==> src/hw/rtl/tsc_pkg.sv <==
// Shared types and constants of the transcript structure clusterer.
package tsc_pkg;

	typedef struct packed {
		logic [7:0]  chrom_id;
		logic        strand_minus;
		logic [30:0] tx_start;
		logic [30:0] tx_end;
		logic [30:0] cds_start;
		logic [30:0] cds_end;
		logic [6:0]  exon_total;
		logic [30:0] exon_begin;
		logic [30:0] exon_finish;
		logic        last_exon;
	} item_t;

	typedef struct packed {
		logic [9:0]  cluster_index;
		logic        new_cluster;
		logic [15:0] member_count;
		logic        table_full;
	} result_t;

	typedef struct packed {
		logic a_gt_b;
		logic in_lim;
		logic below;
	} cmp_t;

	typedef struct packed {
		logic meta_re;
		logic q_re;
		logic ex_re;
	} ctrl_t;

	typedef enum logic [3:0] {
		ST_IDLE,
		ST_META,
		ST_WIN,
		ST_SE,
		ST_MX_RD,
		ST_MX_S,
		ST_MX_E,
		ST_HIT,
		ST_MISS,
		ST_CP_RD,
		ST_CP_WR
	} state_t;

	localparam logic [1:0]  REG_JUNCTION_TOL  = 2'd0;
	localparam logic [1:0]  REG_END_TOL       = 2'd1;
	localparam logic [1:0]  REG_SEARCH_WINDOW = 2'd2;

	localparam logic [15:0] JUNCTION_TOL_RST  = 16'd10;
	localparam logic [15:0] END_TOL_RST       = 16'd100;
	localparam logic [30:0] SEARCH_WINDOW_RST = 31'd1000000;
	localparam logic [15:0] MEMBER_MAX        = 16'hFFFF;

endpackage

==> src/hw/rtl/tsc_dist_unit.sv <==
// Shared distance unit: absolute difference of two coordinates against a limit.
module tsc_dist_unit import tsc_pkg::*; (
	input  logic [30:0] a,
	input  logic [30:0] b,
	input  logic [30:0] lim,
	output cmp_t        cmp
);
	logic        gt;
	logic [30:0] d;

	always_comb begin
		gt = a > b;
		d = gt ? a - b : b - a;
		cmp.a_gt_b = gt;
		cmp.in_lim = d <= lim;
		cmp.below  = d < lim;
	end
endmodule

==> config.mk <==
export PLATFORM = sky130hd
export DESIGN_NAME = tsc_dist_unit
export DESIGN_NICKNAME = d
export VERILOG_FILES = /design/src/hw/rtl/tsc_pkg.sv /design/src/hw/rtl/tsc_dist_unit.sv
export SDC_FILE = /design/constraint.sdc
export NUM_CORES = 1
export LEC_CHECK = 0
export BUFFER_PORTS_ARGS = -buffer_cell sky130_fd_sc_hd__buf_2
export CAP_MARGIN = 20
export CORE_UTILIZATION = 50
export DETAILED_ROUTE_END_ITERATION = 16
export GPL_TIMING_DRIVEN = 0
export PLACE_DENSITY = 0.82
export SLEW_MARGIN = 20
export SYNTH_ARGS = -nofsm -noshare
export SYNTH_HDL_FRONTEND = slang
export SYNTH_SLANG_ARGS = --single-unit
==> constraint.sdc <==
create_clock -name vclk -period 5.2
set_clock_uncertainty 0.05 [all_clocks]
set_input_delay 1.04 -clock vclk [all_inputs]
set_output_delay 1.04 -clock vclk [all_outputs]
set_load 0.01 [all_outputs]
==> results by group, run 1 <==
Outcome
  • Result of the run: finished, violations left
  • Violated checks: negative setup slack

Timing
  • Min Clock Period, post-route: 5980 ps
  • Smallest setup slack after layout: -785 ps
  • Final Hold Vio Count: 0
  • Pin slew with the least headroom to its limit: 470 ps
  • Headroom to the max-slew limit: 68.4%
  • Pins Over Slew Limit: 0
  • Accumulated negative setup slack: -1470 ps
  • Unrepaired setup endpoints after global routing: yes
  • # setup viols final: 2
  • Final cycle utilization of the critical path: 115%
  • Maximum clock frequency: 167 MHz

Setup path
  • Max incr delay on CP: 350 ps
  • Cells along the critical path: buf_8, inv_6, ha_4, inv_2, fa_2, a21o_1, a21oi_2, o211a_1, o21ai_4, a221oi_2, o21a_1, mux2i_2, xor2_1, ha_1, a21oi_2, nor2b_1, o21ai_1, nand2b_1, a21oi_1, nor2_1, a211oi_2, o21a_1, o21bai_4, buf_6
  • Combined buffer and inverter count along the critical path: 4
  • Sort of element at the start of the critical path: primary input
  • Worst path required time: 4110 ps
  • Max Fanout on Critical Path: 4
  • Worst Path Arrival: 4890 ps
  • Highest-delay cell along the critical path: sky130_fd_sc_hd__fa_2
  • CP startpoint: a[0]
  • Family with the most delay on the worst path: compound AO/OA/AOI/OAI gates
  • Kind of end point of the critical path: output pin
  • Start-to-end type of the worst setup path: in -> out

GRT
  • Antenna violations before repair: 0
  • Via count of the first global-routing pass: 4568
  • Pin count of the biggest net entering global routing: 11
  • Aggregate global routing overflow: 0
  • Global-route usage over all layers: 27.7%
  • First-pass GRT wire length: 20.1 mm

Flow run
  • Count of max-cap constraint violations: 0

Pwr
  • Worst VDD drop: 0.116 mV
  • Leakage power figure: 2.97 nW
  • Cell Pwr Density: 153 nW/µm²

Drt
  • Number of vias per cell: 5.73
  • Total detailed-routing wirelength: 12.6 mm
  • Antenna-violating nets left: 0
  • Number of vias in the routed layout: 4748
  • Initial DRC Count: 224
  • Number of detailed-route iterations in the first pass: 5
  • DRC Markers: 0
  • Per-cell routed wire length: 15.2 µm

Die
  • Area inside the core boundary: 8180 µm²
  • Die extent in y: 93.9 µm
  • Die Area: 8810 µm²
  • I/O Pins: 96
  • Effective utilization at floorplan: 51.6%
  • Placement Rows: 33
  • Die Wd: 93.9 µm

Layout
  • Count of clock buffers in the final design: 0
  • FF+latch area: 0 µm²
  • Count of flip-flops and latches: 0
  • Antenna Diode Count: 0
  • Area growth, synth to finish: 30.8%
  • Final cell utilization of the core: 67.5%
  • Final instance count without filler cells: 829
  • Post-layout net count: 914
  • Final standard cell area without fillers: 5520 µm²
  • Fraction of final layout cells sized beyond drive strength 1: 33.3%

Yosys
  • Xor/xnor cell area share of the yosys netlist: 6.02%
  • Arithmetic-cell share of the synthesized area counting full adders, half adders and majority gates: 28.5%
  • Number of standard cells after synthesis: 603
  • Share of the synthesized area in compound gates (AO/OA/AOI/OAI): 33.0%
  • Post-Syn Nets: 791
  • Dominant combinational cell family by area after synthesis: compound AO/OA/AOI/OAI gates
  • Warnings from Yosys: 0
  • Simple logic cell fraction of the synthesized area: 14.4%
  • Proportion of synthesized area in mux cells: 4.09%
  • Library cells used by synthesis: 57
  • Syn avg cell area: 7.00 µm²
  • Sequential element share of the synthesized area: 0%
  • Netlist area before placement: 4220 µm²

Placed design
  • Number of placed instances, taps included: 804
  • Final Wtd Congestion: 0.960
  • Placed inst area: 5020 µm²
  • Count of port buffers added during placement: 96
  • Half-perimeter wire length after detailed placement: 10.1 mm

Min path
  • Hold path start: lim[0]
  • Worst min path class: in -> out

CTS
  • Number of hold buffers added after CTS: 0
layout make-up:
cell class         count  area, µm²
fillers              714       2650
multi-input cells    469       4010
inverters            103        404
well taps            105        131
plain buffers         30        268
repair buffers       122        711
worst paths after layout:
kind / cells past startpoint / end / slack [ps]
worst max-delay path: 24 / cmp[1] / -780
worst min-delay path: 7 / cmp[1] / 2690
per-stage QoR:
step	hold slack, ps	total power [W]	setup WS, ps
final	2690	0.000845	-785
after global routing	2730	0.000919	-947
after CTS	2700	0.000796	-680
after detailed placement	2710	0.000725	-1210
after global placement	2680	0.000701	-1070
after floorplan	2430	0.000538	-110
power breakdown:
| part | switching (W) | total (W) | leakage, nW | internal [W] |
|---|---|---|---|---|
| Sequential | 0 | 0 | 0 | 0 |
| Combinational | 0.000461 | 0.000845 | 2.97 | 0.000383 |
| Clock | 0 | 0 | 0 | 0 |
metal layers:
metal	share of wire [%]	track usage, %	up-vias
met2	49	51.3	184
li1	-	-	2339
met1	44	35.5	2199
met3	5.0	1.05	26
met5	0	0	-
met4	2.1	5.26	0
placed cells by master, fill, tap and decap left out, types with 9 or more instances in the layout:
cell,n
sky130_fd_sc_hd__xor2_1,15
sky130_fd_sc_hd__buf_6,11
sky130_fd_sc_hd__ha_1,83
sky130_fd_sc_hd__inv_1,93
sky130_fd_sc_hd__ha_4,9
sky130_fd_sc_hd__nor2_1,17
sky130_fd_sc_hd__mux2i_1,11
sky130_fd_sc_hd__nand2_1,29
sky130_fd_sc_hd__a21oi_1,57
sky130_fd_sc_hd__xnor2_1,14
sky130_fd_sc_hd__buf_4,34
sky130_fd_sc_hd__a21o_1,42
sky130_fd_sc_hd__nand3_1,16
sky130_fd_sc_hd__buf_2,97
sky130_fd_sc_hd__nand4_1,18
sky130_fd_sc_hd__a21oi_2,14
sky130_fd_sc_hd__o21ai_0,19
logic make-up (layout without fill, tap and decap cells):
family / Yosys count / in the layout
compound gates: 209 / 209
mux: 17 / 17
buf+inv: 134 / 255
fa+ha+maj: 95 / 95
xor+xnor: 29 / 29
simple gates: 119 / 119
synthesized netlist by cell type (2+ instances only):
cell type                  count  area share (%)
sky130_fd_sc_hd__nor2_1       21             1.9
sky130_fd_sc_hd__o21a_1        5            0.89
sky130_fd_sc_hd__clkbuf_1      3            0.27
sky130_fd_sc_hd__nand2b_1      3            0.44
sky130_fd_sc_hd__nand3_1      16             1.9
sky130_fd_sc_hd__and2_1        2            0.30
sky130_fd_sc_hd__o211ai_1      7             1.2
sky130_fd_sc_hd__o22ai_1       2            0.30
sky130_fd_sc_hd__xor2_1       15             3.1
sky130_fd_sc_hd__ha_1         93              28
sky130_fd_sc_hd__buf_2        15             1.8
sky130_fd_sc_hd__o21ai_0      24             2.8
sky130_fd_sc_hd__nand3b_1      2            0.36
sky130_fd_sc_hd__o311ai_0      2            0.42
sky130_fd_sc_hd__a21oi_1      72             8.5
sky130_fd_sc_hd__nor2b_1       6            0.89
sky130_fd_sc_hd__a21oi_4       2            0.77
sky130_fd_sc_hd__buf_6         6             1.6
sky130_fd_sc_hd__nand4_1      18             2.7
sky130_fd_sc_hd__mux2_2        2            0.53
sky130_fd_sc_hd__buf_4         6             1.1
sky130_fd_sc_hd__o21ai_2       5             1.0
sky130_fd_sc_hd__nand2_1      34             3.0
sky130_fd_sc_hd__a31oi_1       9             1.3
sky130_fd_sc_hd__o21ai_1       7            0.83
sky130_fd_sc_hd__nor3b_1       2            0.36
sky130_fd_sc_hd__xnor2_1      14             2.9
sky130_fd_sc_hd__inv_1       103             9.2
sky130_fd_sc_hd__nand2_2       2            0.30
sky130_fd_sc_hd__a211oi_1      4            0.71
sky130_fd_sc_hd__a21oi_2       3            0.62
sky130_fd_sc_hd__fa_1          2            0.95
sky130_fd_sc_hd__mux2i_1      15             3.6
sky130_fd_sc_hd__o21bai_1      7             1.2
sky130_fd_sc_hd__nor3_1        8            0.95
sky130_fd_sc_hd__o31ai_1       4            0.71
sky130_fd_sc_hd__a21o_1       42             7.5
tightest hold or removal path, stage by stage:
cell and delay (ps):
sky130_fd_sc_hd__buf_2 80, sky130_fd_sc_hd__ha_1 120, sky130_fd_sc_hd__nand3_1 70, sky130_fd_sc_hd__nor2_1 80, sky130_fd_sc_hd__nand2_1 90, sky130_fd_sc_hd__o21bai_4 120, sky130_fd_sc_hd__buf_6 90
repair_timing:
| action | 4_1_cts | 5_1_grt |
|---|---|---|
| gates resized for setup | 39 | 39 |
| buffers inserted | 18 | 8 |
| pin swaps | 27 | 37 |
| setup endpoints to repair | 2 | 2 |
| cloned | 0 | 0 |
No activity file was read; power rests on OpenSTA's default activity.
==> run 2: changes to the inputs <==
ABC_AREA = 1   (was default)
CORE_MARGIN = 2   (was default)
PLACE_DENSITY = 0.79   (was 0.82)
==> results by group, run 2 <==
Outcome
  • Result of the run: complete, no violations

Die
  • I/O Pins: 96 (unchanged)
  • Effective utilization at floorplan: 51.1% (-0.50 points)
  • Die extent in y: 112 µm (+19%)
  • Die Wd: 112 µm (+19%)
  • Area inside the core boundary: 11400 µm² (+40%)
  • Placement Rows: 39 (+18%)
  • Die Area: 12600 µm² (+42%)

Timing
  • # setup viols final: 0 (-2)
  • Final cycle utilization of the critical path: 97.5% (-18 points)
  • Smallest setup slack after layout: 131 ps (+915 ps)
  • Worst Hold Margin: 2660 ps (-30.4 ps)
  • Pins Over Slew Limit: 0 (unchanged)
  • Min Clock Period, post-route: 5070 ps (-915 ps)
  • Final Hold Vio Count: 0 (unchanged)
  • Maximum clock frequency: 197 MHz (+18%)
  • Headroom to the max-slew limit: 75.7% (+7.4 points)
  • Pin slew with the least headroom to its limit: 363 ps (-107 ps)

Yosys
  • Proportion of synthesized area in mux cells: 0% (-4.1 points)
  • Cell with the most instances after synthesis: sky130_fd_sc_hd__nand2_1
  • Syn avg cell area: 5.30 µm² (-24%)
  • Dominant cells by area after synthesis: sky130_fd_sc_hd__nand2_1 (25%), sky130_fd_sc_hd__ha_1 (20%), sky130_fd_sc_hd__inv_1 (17%), sky130_fd_sc_hd__nand3_1 (5.8%), sky130_fd_sc_hd__a21oi_1 (4.1%)
  • Netlist area before placement: 5840 µm² (+38%)
  • Xor/xnor cell area share of the yosys netlist: 4.20% (-1.8 points)
  • Number of standard cells after synthesis: 1102 (+83%)
  • Simple logic cell fraction of the synthesized area: 45.0% (+31 points)
  • Arithmetic-cell share of the synthesized area counting full adders, half adders and majority gates: 20.6% (-7.9 points)
  • Area fraction of the dominant cell type after synthesis: 25.4% (-2.2 points)
  • Top cell types by occurrence after synthesis: sky130_fd_sc_hd__nand2_1 (395), sky130_fd_sc_hd__inv_1 (259), sky130_fd_sc_hd__ha_1 (93)
  • Library cell with the largest summed area after synthesis: sky130_fd_sc_hd__nand2_1
  • Dominant combinational cell family by area after synthesis: simple AND/OR/NAND/NOR gates
  • Sequential element share of the synthesized area: 0% (unchanged)
  • Share of the synthesized area in compound gates (AO/OA/AOI/OAI): 9.39% (-24 points)
  • Warnings from Yosys: 0 (unchanged)
  • Post-Syn Nets: 1290 (+63%)
  • Library cells used by synthesis: 35 (-39%)

Setup path
  • Kind of end point of the critical path: output pin
  • Worst path required time: 4110 ps (about the same)
  • Combined buffer and inverter count along the critical path: 8 (+4)
  • Max incr delay on CP: 310 ps (-40 ps)
  • Path length in cells of the critical path: 28 (+17%)
  • Start-to-end type of the worst setup path: in -> out
  • Worst Path Arrival: 3980 ps (-910 ps)
  • Family with the most delay on the worst path: simple AND/OR/NAND/NOR gates
  • Sort of element at the start of the critical path: primary input
  • Most used cell along the critical path: sky130_fd_sc_hd__nand2_1
  • Highest-delay cell along the critical path: sky130_fd_sc_hd__ha_1
  • Max Fanout on Critical Path: 8 (+4)

Drt
  • DRC Markers: 0 (unchanged)
  • Antenna-violating nets left: 0 (unchanged)
  • Per-cell routed wire length: 12.9 µm (-15%)
  • Number of detailed-route iterations in the first pass: 5 (unchanged)
  • Number of vias in the routed layout: 6949 (+46%)
  • Total detailed-routing wirelength: 17.8 mm (+41%)
  • Number of vias per cell: 5.05 (-12%)
  • Initial DRC Count: 549 (+150%)

Layout
  • Final standard cell area without fillers: 7470 µm² (+35%)
  • Fill cells: 1063 (+49%)
  • Most frequent standard cell in the layout excluding fill and tap cells: sky130_fd_sc_hd__nand2_1
  • Area growth, synth to finish: 28.0%
  • Antenna Diode Count: 0 (unchanged)
  • FF+latch area: 0 µm² (unchanged)
  • Most frequent cells in the layout: sky130_fd_sc_hd__nand2_1 (370), sky130_fd_sc_hd__inv_1 (253), sky130_fd_sc_hd__buf_2 (96)
  • Area occupied by multi-input gates: 5240 µm² (+31%)
  • Fraction of final layout cells sized beyond drive strength 1: 26.6% (-6.7 points)
  • Post-layout net count: 1424 (+56%)
  • Count of flip-flops and latches: 0 (unchanged)
  • Count of clock buffers in the final design: 0 (unchanged)

Placed design
  • Final Wtd Congestion: 0.980 (+2.0%)
  • Placed inst area: 6500 µm² (+29%)
  • Count of port buffers added during placement: 96 (unchanged)
  • Setup Slack @ Placement: -132 ps (+1080 ps)
  • Half-perimeter wire length after detailed placement: 14.2 mm (+40%)

GRT
  • Via count of the first global-routing pass: 5993 (+31%)
  • Antenna violations before repair: 0 (unchanged)
  • Aggregate global routing overflow: 0 (unchanged)
  • Pin count of the biggest net entering global routing: 11 (unchanged)
  • First-pass GRT wire length: 26.6 mm (+32%)
  • Global-route usage over all layers: 25.2% (-2.6 points)

Flow run
  • Count of max-cap constraint violations: 0 (unchanged)

Pwr
  • Worst VDD drop: 0.0730 mV (-37%)
  • Leakage power figure: 4.56 nW (+54%)
  • Cell Pwr Density: 136 nW/µm² (-11%)

CTS
  • Number of hold buffers added after CTS: 0 (unchanged)

Min path
  • Worst min path class: in -> out
  • Hold Crit Depth: 7 (unchanged)
run 2: cell types whose count changed after synthesis, moves of 14 or more:
cell	before	now
sky130_fd_sc_hd__nor2_1	21	52
sky130_fd_sc_hd__o21ai_0	24	7
sky130_fd_sc_hd__nand2_1	34	395
sky130_fd_sc_hd__nand3_2	0	14
sky130_fd_sc_hd__a21o_1	42	1
sky130_fd_sc_hd__nand2_2	2	29
sky130_fd_sc_hd__mux2i_1	15	0
sky130_fd_sc_hd__nand3_1	16	68
sky130_fd_sc_hd__inv_1	103	259
sky130_fd_sc_hd__a21oi_1	72	48
run 2: where the power goes:
group,switching [W],internal [W]
clock,0,0
sequential,0,0
combinational,0.000598,0.000414
run 2: kinds of logic (layout without fill, tap and decap cells):
group / count (synthesis) / count (layout)
simple gates: 599 / 599
buf+inv: 293 / 425
fa+ha+maj: 95 / 95
compound gates: 87 / 87
xor+xnor: 28 / 28
run 2: worst paths after layout:
kind                    from  endpoint
worst max-delay path   a[14]    cmp[1]
worst min-delay path  lim[0]    cmp[1]
run 2: metal layers:
metal / track usage, % / wire (µm) / up-vias / share of wire, %
li1: - / - / 3591 / -
met1: 35.2 / 7790 / 3022 / 44
met2: 41.7 / 7800 / 289 / 44
met3: 4.10 / 1710 / 47 / 9.6
met4: 3.98 / 473 / 0 / 2.7
met5: 0 / 0 / - / 0
run 2: per-stage QoR:
stage | instances | utilization [%] | setup TNS [ps] | power [W]
after floorplan | 1102 | - | 0 | 0.000621
after global placement | 1341 | 56.9 | -153 | 0.000814
after detailed placement | 1341 | 56.9 | -246 | 0.000833
after CTS | 1342 | 57.6 | 0 | 0.000850
after global routing | 1377 | 65.4 | -186 | 0.00112
final | 1377 | 65.4 | 0 | 0.00101
run 2: final cells by class:
| cell class | count | area share [%] |
|---|---|---|
| Multi-Input combinational cell | 809 | 70.1 |
| Inverter | 271 | 13.6 |
| Timing Repair Buffer | 133 | 10.4 |
| Buffer | 21 | 3.47 |
| Tap cell | 143 | 2.39 |
run 2: tightest hold or removal path, cell delays in order:
cell	delay (ps)
sky130_fd_sc_hd__buf_2	80
sky130_fd_sc_hd__ha_1	120
sky130_fd_sc_hd__inv_1	30
sky130_fd_sc_hd__nor2_1	110
sky130_fd_sc_hd__nand4_1	100
sky130_fd_sc_hd__nand2_1	70
sky130_fd_sc_hd__buf_2	120
run 2: timing repair:
item,4_1_cts,5_1_grt
setup endpoints to repair,2,2
pin swaps,1,40
endpoints found under the hold margin,0,0
resized for setup,21,125
setup buffers,1,36
==> run 3: changes to the inputs <==
PLACE_DENSITY = 0.71   (was 0.79)
==> results by group, run 3 (synthesized netlist as in run 2, its figures left out) <==
Outcome
  • Result of the run: complete, no violations

Timing
  • Pin slew with the least headroom to its limit: 342 ps (-20.3 ps)
  • Maximum clock frequency: 198 MHz (+0.30%)
  • Headroom to the max-slew limit: 77.1% (+1.4 points)
  • Final Hold Vio Count: 0 (unchanged)
  • Final cycle utilization of the critical path: 97.2% (-0.29 points)
  • Smallest setup slack after layout: 146 ps (+15.0 ps)
  • Pins Over Slew Limit: 0 (unchanged)
  • # setup viols final: 0 (unchanged)
  • Min Clock Period, post-route: 5050 ps (-15.0 ps)

Pwr
  • Cell Pwr Density: 135 nW/µm² (-0.34%)
  • Power after layout: 0.000975 W (-3.7%)
  • Total net switching power: 0.000575 W (-3.8%)
  • Part of the total power dissipated in the clock network: 0% (unchanged)
  • Leakage power figure: 4.49 nW (-1.5%)
  • Worst VDD drop: 0.0809 mV (+11%)
  • Net switching share of the total power: 59.0% (about the same)
  • Internal cell power: 0.000399 W (-3.6%)
  • Combinational fraction of design power: 100.0% (about the same)
  • Portion of total power attributed to sequential cells: 0% (unchanged)

Drt
  • Antenna-violating nets left: 0 (unchanged)
  • DRC Markers: 0 (unchanged)
  • Number of vias in the routed layout: 6604 (-5.0%)
  • Number of vias per cell: 4.83 (-4.3%)
  • Per-cell routed wire length: 12.2 µm (-5.3%)
  • Initial DRC Count: 459 (-16%)
  • Number of detailed-route iterations in the first pass: 6 (+1)
  • Total detailed-routing wirelength: 16.7 mm (-6.0%)

GRT
  • Antenna violations before repair: 0 (unchanged)
  • Aggregate global routing overflow: 0 (unchanged)
  • Via count of the first global-routing pass: 5859 (-2.2%)
  • Pin count of the biggest net entering global routing: 12 (+1)
  • First-pass GRT wire length: 26.5 mm (-0.26%)
  • Global-route usage over all layers: 25.3% (+0.15 points)

Die
  • Effective utilization at floorplan: 51.1% (unchanged)
  • Placement Rows: 39 (unchanged)
  • Die Area: 12600 µm² (unchanged)
  • I/O Pins: 96 (unchanged)
  • Die extent in y: 112 µm (unchanged)
  • Die Wd: 112 µm (unchanged)
  • Area inside the core boundary: 11400 µm² (unchanged)

Setup path
  • Worst path required time: 4110 ps (about the same)
  • Max Fanout on Critical Path: 7 (-1)
  • Kind of end point of the critical path: output pin
  • Sort of element at the start of the critical path: primary input
  • Start-to-end type of the worst setup path: in -> out
  • Worst Path Arrival: 3960 ps (-20 ps)

Layout
  • FF+latch area: 0 µm² (unchanged)
  • Fraction of final layout cells sized beyond drive strength 1: 24.5% (-2.1 points)
  • Antenna Diode Count: 0 (unchanged)
  • Most frequent cells in the layout: sky130_fd_sc_hd__nand2_1 (371), sky130_fd_sc_hd__inv_1 (257), sky130_fd_sc_hd__buf_2 (98)
  • Count of clock buffers in the final design: 0 (unchanged)
  • Area growth, synth to finish: 23.7%
  • Most frequent standard cell in the layout excluding fill and tap cells: sky130_fd_sc_hd__nand2_1
  • Post-layout net count: 1414 (-0.70%)
  • Count of flip-flops and latches: 0 (unchanged)

Flow run
  • Count of max-cap constraint violations: 0 (unchanged)

Placed design
  • Final Wtd Congestion: 0.954 (-2.6%)
  • Count of port buffers added during placement: 96 (unchanged)
  • Half-perimeter wire length after detailed placement: 14.2 mm (+0.34%)
  • Setup Slack @ Placement: -161 ps (-28.7 ps)

CTS
  • Number of hold buffers added after CTS: 0 (unchanged)

Min path
  • Worst min path class: in -> out
==> run 3: cell types whose count changed in the layout (fill, tap and decap cells not counted), sizes merged <==
cell / before / now
buf: 154 / 142
bufbuf: 0 / 1
clkbuf: 0 / 1
==> run 3: power by group through the flow <==
stage	sequential, W	combinational, W	clock, W
5_1_grt	0	0.00109	0
6_report	0	0.000975	0
3_3_place_gp	0	0.000821	0
4_1_cts	0	0.000868	0
2_1_floorplan	0	0.000621	0
3_5_place_dp	0	0.000833	0
==> run 3: final timing paths <==
path | slack (ps) | from | cells past startpoint | endpoint
hold / removal | 2650 | lim[0] | 7 | cmp[1]
setup / recovery | 150 | a[19] | 21 | cmp[1]
==> run 3: final cells by class <==
type | count | area, µm²
multi-input combinational | 809 | 5060
fill | 1171 | 4200
inverter | 271 | 1020
timing repair buffer | 122 | 701
buffer | 22 | 258
tap | 143 | 179
==> run 3: metrics by stage <==
step | hold WS [ps] | instances | setup TNS (ps) | util, % | area, µm²
2_1_floorplan | 2440 | 1102 | 0 | - | 5840
3_5_place_dp | 2640 | 1341 | -309 | 56.9 | 6500
5_1_grt | 2720 | 1367 | -59.7 | 63.2 | 7220
3_3_place_gp | 2630 | 1341 | -374 | 56.9 | 6500
6_report | 2650 | 1367 | 0 | 63.2 | 7220
4_1_cts | 2650 | 1347 | 0 | 58.4 | 6670
==> run 3: per-layer routing <==
| metal | global-route usage (%) | vias up | routed length, µm |
|---|---|---|---|
| met5 | 0 | - | 0 |
| met4 | 2.85 | 0 | 248 |
| met3 | 1.24 | 16 | 1160 |
| met2 | 41.8 | 211 | 7210 |
| met1 | 37.8 | 2813 | 8080 |
| li1 | - | 3564 | - |
==> run 3: critical path, cell delays in order <==
cell,delay [ps]
sky130_fd_sc_hd__buf_2,90
sky130_fd_sc_hd__inv_1,40
sky130_fd_sc_hd__ha_2,400
sky130_fd_sc_hd__nand2_1,150
sky130_fd_sc_hd__nor2_4,150
sky130_fd_sc_hd__nand2_2,100
sky130_fd_sc_hd__nor2_2,100
sky130_fd_sc_hd__nand2_2,80
sky130_fd_sc_hd__nand2_2,80
sky130_fd_sc_hd__nand2_4,60
sky130_fd_sc_hd__buf_12,140
sky130_fd_sc_hd__bufbuf_16,260
sky130_fd_sc_hd__nand3_2,70
sky130_fd_sc_hd__nand2_2,60
sky130_fd_sc_hd__ha_1,270
sky130_fd_sc_hd__nand4_1,170
sky130_fd_sc_hd__nor4_4,350
sky130_fd_sc_hd__nand2_1,80
sky130_fd_sc_hd__nand2_1,80
sky130_fd_sc_hd__nand2_1,50
sky130_fd_sc_hd__buf_2,130
==> run 3: repair_timing <==
item                                    4_1_cts  5_1_grt
buffers inserted                              5       20
pin swaps                                     5       21
endpoints found under the setup margin        2        2
gates cloned                                  1        0
resized for setup                            28       85
